$ cat config.mk
export PLATFORM = sky130hd
export DESIGN_NAME = nfa_acceptance_engine
export DESIGN_NICKNAME = d
export VERILOG_FILES = /design/src/sv/nae_pkg.sv /design/src/sv/nae_state_row.sv /design/src/sv/nae_result_reg.sv /design/src/sv/nfa_acceptance_engine.sv
export SDC_FILE = /design/constraint.sdc
export NUM_CORES = 1
export LEC_CHECK = 0
export CORE_ASPECT_RATIO = 1.2
export CORE_UTILIZATION = 60
export CTS_CLUSTER_DIAMETER = 40
export DETAILED_ROUTE_END_ITERATION = 10
export DONT_BUFFER_PORTS = 1
export HOLD_SLACK_MARGIN = 0.02
export PLACE_DENSITY = 0.86
export SETUP_SLACK_MARGIN = 0.1
export SYNTH_ARGS = -nofsm -noshare
export SYNTH_HDL_FRONTEND = slang
export SYNTH_SLANG_ARGS = --single-unit
$ cat constraint.sdc
create_clock -name clk -period 7.6 [get_ports clk]
set_input_delay 0.76 -clock clk [delete_from_list [all_inputs] [get_ports clk]]
set_output_delay 0.76 -clock clk [all_outputs]
set_load 0.02 [all_outputs]
$ cat src/sv/nae_pkg.sv
package nae_pkg;

	localparam int NUM_STATES_DEF  = 16;
	localparam int NUM_SYMBOLS_DEF = 4;

	localparam int MODE_W   = 2;
	localparam int STATE_W  = 4;
	localparam int SYMBOL_W = 2;
	localparam int SET_FW   = 16;
	localparam int CFG_IW   = 1;
	localparam int CFG_DW   = 16;

	// Number of rows and symbols the fixed fields can address
	localparam int MAX_ROWS = 1 << STATE_W;
	localparam int MAX_SYMS = 1 << SYMBOL_W;

	localparam logic [MODE_W-1:0] MODE_WRITE  = 2'd0;
	localparam logic [MODE_W-1:0] MODE_SYMBOL = 2'd1;
	localparam logic [MODE_W-1:0] MODE_EMPTY  = 2'd2;

	localparam logic [CFG_IW-1:0] CFG_START_STATE = 1'd0;
	localparam logic [CFG_IW-1:0] CFG_FINAL_MASK  = 1'd1;

	typedef struct packed {
		logic [MODE_W-1:0]   mode;
		logic [STATE_W-1:0]  row_state;
		logic [SYMBOL_W-1:0] symbol;
		logic [SET_FW-1:0]   next_set;
		logic                last;
	} item_t;

	typedef struct packed {
		logic              accepted;
		logic [SET_FW-1:0] end_set;
	} result_t;

	typedef struct packed {
		logic                en;
		logic [STATE_W-1:0]  row;
		logic [SYMBOL_W-1:0] sym;
		logic [SET_FW-1:0]   data;
	} wr_cmd_t;

endpackage

$ cat src/sv/nae_state_row.sv
module nae_state_row import nae_pkg::*; #(
	parameter int ROW_IDX = 0,
	parameter int SYMS    = NUM_SYMBOLS_DEF,
	parameter int SET_W   = NUM_STATES_DEF
) (
	input  logic                clk,
	input  logic                arst_n,
	input  wr_cmd_t             wr,
	input  logic [SYMBOL_W-1:0] rd_sym,
	input  logic                active,
	output logic [SET_W-1:0]    succ
);

	localparam int SYM_AW = (SYMS > 1) ? $clog2(SYMS) : 1;

	logic [SET_W-1:0] word_q [SYMS];
	logic             hit;
	logic             rd_ok;

	assign hit   = wr.en && (wr.row == STATE_W'(ROW_IDX)) && (int'(wr.sym) < SYMS);
	assign rd_ok = int'(rd_sym) < SYMS;

	always_ff @(posedge clk or negedge arst_n) begin
		if (!arst_n) begin
			for (int i = 0; i < SYMS; i++) begin
				word_q[i] <= '0;
			end
		end else if (hit) begin
			word_q[wr.sym[SYM_AW-1:0]] <= wr.data[SET_W-1:0];
		end
	end

	// Contribute this state's successors only while it is active
	assign succ = (active && rd_ok) ? word_q[rd_sym[SYM_AW-1:0]] : '0;

endmodule

$ cat src/sv/nae_result_reg.sv
module nae_result_reg import nae_pkg::*; (
	input  logic    clk,
	input  logic    arst_n,
	input  logic    load,
	input  result_t din,
	output logic    free,
	output logic    valid,
	input  logic    ready,
	output result_t data
);

	logic    valid_q;
	result_t data_q;

	assign free  = !valid_q || ready;
	assign valid = valid_q;
	assign data  = data_q;

	always_ff @(posedge clk or negedge arst_n) begin
		if (!arst_n) begin
			valid_q <= 1'b0;
		end else if (load) begin
			valid_q <= 1'b1;
		end else if (ready) begin
			valid_q <= 1'b0;
		end
	end

	always_ff @(posedge clk) begin
		if (load) begin
			data_q <= din;
		end
	end

endmodule

$ cat src/sv/nfa_acceptance_engine.sv
// An accepted request is registered in the input stage; the set update, and the
// result load for a last symbol or empty query, follow as it leaves that stage.
// Throughput: one request per cycle while the result slot is not blocked.
// Reset clears the whole transition store (flip-flops), the active set, the
// string flag and both registers at once; no clearing pass follows.
module nfa_acceptance_engine import nae_pkg::*; #(
	parameter int NUM_STATES  = NUM_STATES_DEF,
	parameter int NUM_SYMBOLS = NUM_SYMBOLS_DEF
) (
	input  logic              clk,
	input  logic              arst_n,
	input  logic              item_valid,
	output logic              item_ready,
	input  item_t             item,
	output logic              result_valid,
	input  logic              result_ready,
	output result_t           result,
	input  logic              cfg_valid,
	output logic              cfg_ready,
	input  logic [CFG_IW-1:0] cfg_index,
	input  logic [CFG_DW-1:0] cfg_data
);

	localparam int SET_W = (NUM_STATES < MAX_ROWS) ? NUM_STATES : MAX_ROWS;
	localparam int SYMS  = (NUM_SYMBOLS < MAX_SYMS) ? NUM_SYMBOLS : MAX_SYMS;

	logic               valid_s1;
	item_t              item_s1;
	logic [STATE_W-1:0] start_q;
	logic [SET_FW-1:0]  final_q;
	logic [SET_W-1:0]   active_q;
	logic               in_string_q;

	logic               go;
	logic               free;
	logic               produce;
	logic [SET_W-1:0]   start_bit;
	logic [SET_W-1:0]   base;
	logic [SET_W-1:0]   next_c;
	logic [SET_W-1:0]   out_set;
	logic [SET_W-1:0]   succ [SET_W];
	wr_cmd_t            wr;
	result_t            res_c;

	assign cfg_ready = 1'b1;

	always_ff @(posedge clk or negedge arst_n) begin
		if (!arst_n) begin
			start_q <= '0;
			final_q <= '0;
		end else if (cfg_valid) begin
			case (cfg_index)
				CFG_START_STATE: start_q <= cfg_data[STATE_W-1:0];
				CFG_FINAL_MASK:  final_q <= cfg_data[SET_FW-1:0];
				default: ;
			endcase
		end
	end

	// Input stage: hold a request while the result slot is blocked
	assign go         = valid_s1 && free;
	assign item_ready = !valid_s1 || free;

	always_ff @(posedge clk or negedge arst_n) begin
		if (!arst_n) begin
			valid_s1 <= 1'b0;
		end else if (item_ready) begin
			valid_s1 <= item_valid;
		end
	end

	always_ff @(posedge clk) begin
		if (item_ready && item_valid) begin
			item_s1 <= item;
		end
	end

	always_comb begin
		for (int i = 0; i < SET_W; i++) begin
			start_bit[i] = (start_q == STATE_W'(i));
		end
	end

	assign base = in_string_q ? active_q : start_bit;

	assign wr.en   = go && (item_s1.mode == MODE_WRITE);
	assign wr.row  = item_s1.row_state;
	assign wr.sym  = item_s1.symbol;
	assign wr.data = item_s1.next_set;

	for (genvar r = 0; r < SET_W; r++) begin : g_row
		nae_state_row #(
			.ROW_IDX (r),
			.SYMS    (SYMS),
			.SET_W   (SET_W)
		) u_row (
			.clk    (clk),
			.arst_n (arst_n),
			.wr     (wr),
			.rd_sym (item_s1.symbol),
			.active (base[r]),
			.succ   (succ[r])
		);
	end

	always_comb begin
		next_c = '0;
		for (int i = 0; i < SET_W; i++) begin
			next_c = next_c | succ[i];
		end
	end

	always_comb begin
		case (item_s1.mode)
			MODE_SYMBOL: produce = go && item_s1.last;
			MODE_EMPTY:  produce = go;
			default:     produce = 1'b0;
		endcase
	end

	assign out_set      = (item_s1.mode == MODE_EMPTY) ? start_bit : next_c;
	assign res_c.accepted = |(out_set & final_q[SET_W-1:0]);
	assign res_c.end_set  = SET_FW'(out_set);

	always_ff @(posedge clk or negedge arst_n) begin
		if (!arst_n) begin
			active_q    <= '0;
			in_string_q <= 1'b0;
		end else if (go) begin
			case (item_s1.mode)
				MODE_SYMBOL: begin
					active_q    <= next_c;
					in_string_q <= !item_s1.last;
				end
				MODE_EMPTY: begin
					in_string_q <= 1'b0;
				end
				default: ;
			endcase
		end
	end

	nae_result_reg u_result (
		.clk    (clk),
		.arst_n (arst_n),
		.load   (produce),
		.din    (res_c),
		.free   (free),
		.valid  (result_valid),
		.ready  (result_ready),
		.data   (result)
	);

	a_stall_cause: assert property (@(posedge clk) disable iff (!arst_n)
		!item_ready |-> (valid_s1 && result_valid && !result_ready))
		else $error("input stalled without a blocked result");

	a_result_follows: assert property (@(posedge clk) disable iff (!arst_n)
		produce |=> result_valid)
		else $error("result missing after a final symbol or empty query");

	a_string_closed: assert property (@(posedge clk) disable iff (!arst_n)
		(go && item_s1.mode == MODE_SYMBOL && item_s1.last) |=> !in_string_q)
		else $error("string still open after its last symbol");

	a_empty_onehot: assert property (@(posedge clk) disable iff (!arst_n)
		(go && item_s1.mode == MODE_EMPTY) |=> $onehot0(result.end_set))
		else $error("empty query returned more than the start state");

	a_accept_nonempty: assert property (@(posedge clk) disable iff (!arst_n)
		(result_valid && result.accepted) |-> (result.end_set != '0))
		else $error("accepted with an empty end set");

endmodule
==> metrics.txt, run 1 <==
status finished clean; fill cell count 5,032; vias per inst 6.87; GP Congestion 0.933; buffer count from post-CTS setup fixing 0; gr usage total 32.7%; Power Density 254 nW/um^2; hold_ws 124 ps; largest net degree at the start of global routing 1,064; die boundary height 316 um; Worst EP required 8040 ps; Top Metal Used met5; # resized after CTS 0; Num CTS Buffers roughly 130; Final min period 4220 ps; Num Clock Sinks 1,105; share of cells above drive strength 1 52.1%; die span in x 264 um; Psw ~3.3 mW; H-tree Lvls 4; port buffer count 0; Routed Antenna Nets 0; Core Area 81,000 sq um; XOR/XNOR Fraction of Synth Area 0%; CP Max Fanout 29; DRC Markers 0; Seq cells post-synth between 1k and 1.5k; Initial Utilization 60.9%; final instance area about 55,000 sq um; num ports between 60 and 70; ranking of synthesized cells by area dfrtp_1, mux2_2, mux4_2; Synth Cell Area 49,400 sq um; Row Count 114; final WL approximately 130,000 um; Cell Chain, Critical Path buf_4 > mux4_2 > a22oi_1 > and4_1 > a31oi_1 > a2111oi_0 > nand4_1; skew final 30.8 ps; Slew Limit Fails 0; max incr delay on CP 1050 ps; post-synthesis mux area share ~36%; full die area 83,500 sq um; NumNets Final 3,111; global-route wire length before repair ~200,000 um; post-synthesis cell count approximately 3.1k; static leakage 25.8 nW; post-synth top area cell dfrtp_1; Power Total around 14 mW; initial DRC count 3,113; Placement Setup Slack 3500 ps; DR WL met3 10,300 um; vias in the first global route 31.2k; Yosys warning count 0; worst setup margin about 3400 ps; fin crit share 55.6%; Syn Area/Cell 15.9 sq um; Simple-Gate Fraction of Synth Area between 1.5 and 2%; sum of net half-perimeters after detailed placement 80,000 um; initial antenna violation count 5; Pint ~11 mW; synth unique cells 38; Area Overhead vs Synth 10.9%; Synth Area in Compound Gates 3.01%; Met2 Wirelength roughly 64,000 um; crit path DAT ~4700 ps; Seq/Total Area, Yosys between 50% and 60%; Mapped Nets 3,152; max_cap viols 0; Hold Fails Final Rpt 0; RSZ-0062 raised after global routing false; wire length per cell around 31 um; iteration count of the initial detailed-routing pass 6; sequential share of power 46.3%; CTS tree yes; Worst setup EP type register; Post-synth EDFFs between 40 and 50; Post-Synth Adder-Cell Area 0.0760%; share of the synthesized area in the top cell type 53.9%; WS Path Type reg2reg; Max Root-Sink Buffers 3; largest family of logic cells by synthesized area multiplexers; maximum clock rate 237 MHz; routed via count 28.9k; # setup viols final 0; Comb power frac 8.0%; Clk pwr share 45.7%; dpl cell area 50,200 sq um; maximum VDD drop 0.206 mV; setup_tns 0 ps; Root Buffer clkbuf_16; worst-margin pin slew roughly 1500 ps; Clock Latency Late Sink 730 ps; grt total ovfl 0; Met1 Wirelength about 48,000 um; crit path launch type register; sw frac 23.8%; Post-synth ARST share 96.2%; commonest register cell after synthesis dfrtp_1; Clk pin slew, worst setup/hold paths ~60 ps; Hold Path Class in2reg; slowest CP cell edfxtp_1; max_slew headroom 2.03%
==> power groups by stage <==
stage | Clock, mW | Combinational (mW) | Sequential (mW)
floorplan | 0 | 0.741 | 6.47
global route | 6.67 | 1.18 | 6.48
detailed placement | 0 | 0.984 | 6.54
CTS | 6.42 | 0.993 | 6.45
global placement | 0 | 0.946 | 6.51
finish | 6.37 | 1.12 | 6.45
==> flip-flops by register name, indices dropped and copies added, names as in the netlist <==
signal / cells
active_q: 16
final_q: 16
g_row.u_row.word_q: 1024
in_string_q: 1
item_s1: 25
start_q: 4
u_result.data: 17
u_result.valid: 1
valid_s1: 1
==> cell usage after synthesis (9+ instances only) <==
master    number
buf_6         17
edfxtp_1      42
o31ai_2       10
o21ai_0       12
mux2_2      1056
buf_2         65
mux4_2       256
a22oi_1      128
nand3_1        9
clkbuf_1     156
buf_1         20
nand2_1       71
and4_1        32
dfrtp_1     1063
nor2_1        63
o21a_1        12
buf_4         21
a31oi_1       16
==> area by class of cell <==
class                   instances  area (sq um)  area share [%]
multi-input cells            1714         20200            36.9
clock buffers                 173          3730            6.81
diodes                          1          2.50         0.00457
well taps                    1044          1310            2.38
inverters                       4          15.0          0.0274
repair buffers                105           941            1.72
flip-flops and latches       1105         27900            50.9
clock inverters                58           703            1.28
==> kinds of logic after synthesis <==
group                    count (synthesis)
AO/OA/AOI/OAI                          198
multiplexers                          1312
flip-flops                            1105
adder cells (fa/ha/maj)                  3
other                                    1
AND/OR/NAND/NOR                        200
buffers and inverters                  283
==> worst max-delay path: cells and delay by family, from the launching register on <==
| family | cells | cell delay, ps |
|---|---|---|
| compound gates | 3 | 1420 |
| buf+inv | 1 | 570 |
| flops | 1 | 1050 |
| mux | 1 | 370 |
| simple gates | 2 | 520 |
==> cells in the final DEF, fill, tap and decap left out, types with 2 or more instances in the layout <==
cell,count
a31oi_1,16
and4_1,32
a2111oi_0,2
clkbuf_1,18
clkbuf_16,136
nand3_1,9
mux2_2,1056
edfxtp_1,42
a21oi_1,5
dfrtp_1,1063
clkinvlp_4,10
and3_1,2
ha_1,3
clkinv_2,16
a21o_1,4
clkbuf_8,19
nor3_1,2
mux4_2,256
nand2_1,71
o21ai_0,12
inv_1,4
buf_4,95
o31ai_2,13
inv_6,10
nor2_1,63
o31ai_4,2
or2_0,2
nand2b_1,8
buf_16,5
a22oi_1,128
o21a_1,12
clkinv_4,5
buf_12,4
bufinv_16,12
nor2b_1,5
inv_8,3
==> stage by stage <==
step | cells | utilization, %
finish | 4204 | 67.6
global route | 4203 | 67.6
CTS | 4197 | 67.4
detailed placement | 3966 | 61.9
global placement | 3966 | 61.9
floorplan | 3102 | -
==> routing by layer <==
metal	global-route usage, %	vias to the layer above
met3	6.93	421
li1	-	11500
met4	22.3	4
met2	51.8	1339
met1	40.9	15600
met5	0	-
==> worst paths after layout <==
check / end / startpoint / slack (ps) / cells past startpoint
max: u_result.data[16] / item_s1[18] / 3380 / 7
min: item_s1[0] / item[0] / 120 / 0
max reg2reg: u_result.data[16] / item_s1[18] / 3380 / 7
min reg2reg: active_q[11] / active_q[11] / 480 / 1
max in group asynchronous: g_row[13].u_row.word_q[3] / arst_n / 4750 / 3
min in group asynchronous: g_row[10].u_row.word_q[62] / arst_n / 230 / 1
No activity file was read; power rests on OpenSTA's default activity.
==> run 2, diff against run 1 <==
--- a/config.mk
+++ b/config.mk
@@ -6,7 +6,7 @@
 export NUM_CORES = 1
 export LEC_CHECK = 0
 export CORE_ASPECT_RATIO = 1.2
-export CORE_UTILIZATION = 60
+export CORE_UTILIZATION = 58
 export CTS_CLUSTER_DIAMETER = 40
 export DETAILED_ROUTE_END_ITERATION = 10
 export DONT_BUFFER_PORTS = 1
==> constraint.sdc (replaced) <==
create_clock -name clk -period 3.7 [get_ports clk]
set_input_delay 0.37 -clock clk [delete_from_list [all_inputs] [get_ports clk]]
set_output_delay 0.37 -clock clk [all_outputs]
set_load 0.02 [all_outputs]
==> metrics.txt, run 2 (synthesis results as in run 1) <==
Initial Utilization 58.9% (-2.1 points); sequential share of power 47.5% (+1.2 points); crit path launch type register; gr usage total 32.1% (-0.63 points); RSZ-0062 raised after global routing false; CTS tree yes; die boundary height 322 um (+1.7%); Psw 6.84 mW (+110%); Row Count 116 (+1.8%); WS Path Type reg2reg; GP Congestion 0.998 (+7.0%); Num CTS Buffers 121 (-7.6%); maximum VDD drop 0.389 mV (+89%); num ports 67 (unchanged); max_cap viols 0 (unchanged); sum of net half-perimeters after detailed placement 82,900 um (+3.6%); Power Density 502 nW/um^2 (+97%); Root Buffer clkbuf_16; Largest Register g_row.u_row.word_q; max_slew headroom -4.39% (-6.4 points); Pint 21.1 mW (+99%); Hold Path Class in2async; max reg flops 1,024 (unchanged); CP Max Fanout 22 (-24%); final WL 134,000 um (+1.5%); static leakage 26.1 nW (+1.5%); Clk pin slew, worst setup/hold paths 60 ps (about the same); Comb power frac 8.5% (+0.5 points); setup_tns 0 ps (unchanged); port buffer count 0 (unchanged); Core Area 83,900 sq um (+3.5%); largest net degree at the start of global routing 1,064 (unchanged); wire length per cell 30.6 um (-2.7%); fill cell count 5,383 (+7.0%); buffer count from post-CTS setup fixing 0 (unchanged); full die area 86,300 sq um (+3.4%); Area Overhead vs Synth 12.8%; vias in the first global route 31.4k (+0.69%); failing checks negative hold slack, max-slew violations; Worst EP required 4100 ps (-3940 ps); iteration count of the initial detailed-routing pass 7 (+1); Placement Setup Slack 253 ps (-3250 ps); commonest cells after routing, fill and taps aside dfrtp_1, mux2_2, mux4_2; Final min period 3490 ps (-732 ps); die span in x 268 um (+1.7%); routed via count 29.2k (+1.0%); NumNets Final 3,211 (+3.2%); initial DRC count 3,243 (+4.2%); sw frac 24.5% (+0.67 points); status finished with violations; crit path DAT 3900 ps (-760 ps); grt total ovfl 0 (unchanged); hold_ws -617 ps (-741 ps); share of cells above drive strength 1 52.3% (+0.19 points); initial antenna violation count 10 (+5); Slew Limit Fails 169 (+169); worst-margin pin slew 1570 ps (+96.3 ps); Hold Fails Final Rpt 540 (+540); skew final 29.3 ps (-1.45 ps); Num Clock Sinks 1,105 (unchanged); Worst setup EP type register; worst setup margin 208 ps (-3170 ps); reg2reg setup slack 210 ps (-3170 ps); Max Root-Sink Buffers 3 (unchanged); DRC Markers 0 (unchanged); Clk pwr share 44.0% (-1.7 points); Clock Latency Late Sink 700 ps (-30 ps); Routed Antenna Nets 0 (unchanged); vias per inst 6.65 (-3.2%); commonest non-fill, non-tap cell in the layout dfrtp_1; global-route wire length before repair 203,000 um (+1.1%); maximum clock rate 286 MHz (+21%); # setup viols final 0 (unchanged); fin crit share 94.4% (+39 points); H-tree Lvls 3 (-1)
## run 2: cell count changes in the layout (fill, tap and decap cells not counted), sizes merged
cell	delta
clkbuf	-13
clkinvlp	+4
dlygate4sd3	+46
inv	+4
clkinv	+5
buf	+64
bufinv	-3
## run 2: power by group through the flow
| stage | registers, mW | logic (mW) | clock network, mW |
|---|---|---|---|
| 3_5_place_dp | 13.5 | 2.09 | 0 |
| 3_3_place_gp | 13.4 | 2.01 | 0 |
| 6_report | 13.3 | 2.38 | 12.3 |
| 2_1_floorplan | 13.3 | 1.52 | 0 |
| 4_1_cts | 13.3 | 2.15 | 12.4 |
| 5_1_grt | 13.3 | 2.51 | 12.9 |
## run 2: worst paths after layout
check | to | start | depth (start not counted)
max | u_result.data[16] | item_s1[17] | 9
min | g_row[10].u_row.word_q[50] | arst_n | 0
max reg2reg | u_result.data[16] | item_s1[17] | 9
min reg2reg | active_q[3] | active_q[3] | 1
max in group asynchronous | g_row[15].u_row.word_q[58] | arst_n | 2
min in group clk | valid_s1 | result_ready | 2
## run 2: area by class of cell
cell class                      count  area [sq um]  area share, %
Sequential cell                  1105         27900           50.0
Multi-Input combinational cell   1714         20200           36.3
Clock buffer                      160          3410           6.12
Timing Repair Buffer              215          2040           3.66
Tap cell                         1121          1400           2.52
Clock inverter                     68           744           1.34
Inverter                            4          15.0         0.0270
Antenna cell                        1          2.50        0.00449
## run 2: through the flow
stage	instances	power (mW)	hold WS [ps]	utilization, %	cell area (sq um)
final	4388	27.9	-617	66.4	55700
after global routing	4388	28.8	-640	66.4	55700
after CTS	4381	27.8	-579	66.2	55500
after detailed placement	4108	15.6	158	60.7	50900
after global placement	4108	15.4	164	60.7	50900
after floorplan	3102	14.8	74.4	-	49400
## run 2: critical path: stages, from the launching register on
cell,delay [ps]
edfxtp_1,440
buf_12,200
buf_12,200
buf_12,230
mux4_2,530
a22oi_1,470
and4_1,380
a31oi_1,150
a2111oi_1,440
nand4_1,140
## run 2: per-layer routing
| metal | routed length [um] | GRT usage (%) | vias up | share of wire (%) |
|---|---|---|---|---|
| li1 | - | - | 11700 | - |
| met1 | 50500 | 41.0 | 15800 | 38 |
| met2 | 65500 | 51.2 | 1260 | 49 |
| met3 | 10000 | 6.49 | 356 | 7.5 |
| met4 | 8300 | 18.3 | 8 | 6.2 |
| met5 | 51 | 0 | - | 0.038 |
## run 2: timing repair
action / 4_1_cts / 5_1_grt
hold endpoints to repair: 1110 / 335
resized for setup: 0 / 3
endpoints found under the setup margin: 0 / 1
hold buffers: 45 / 2
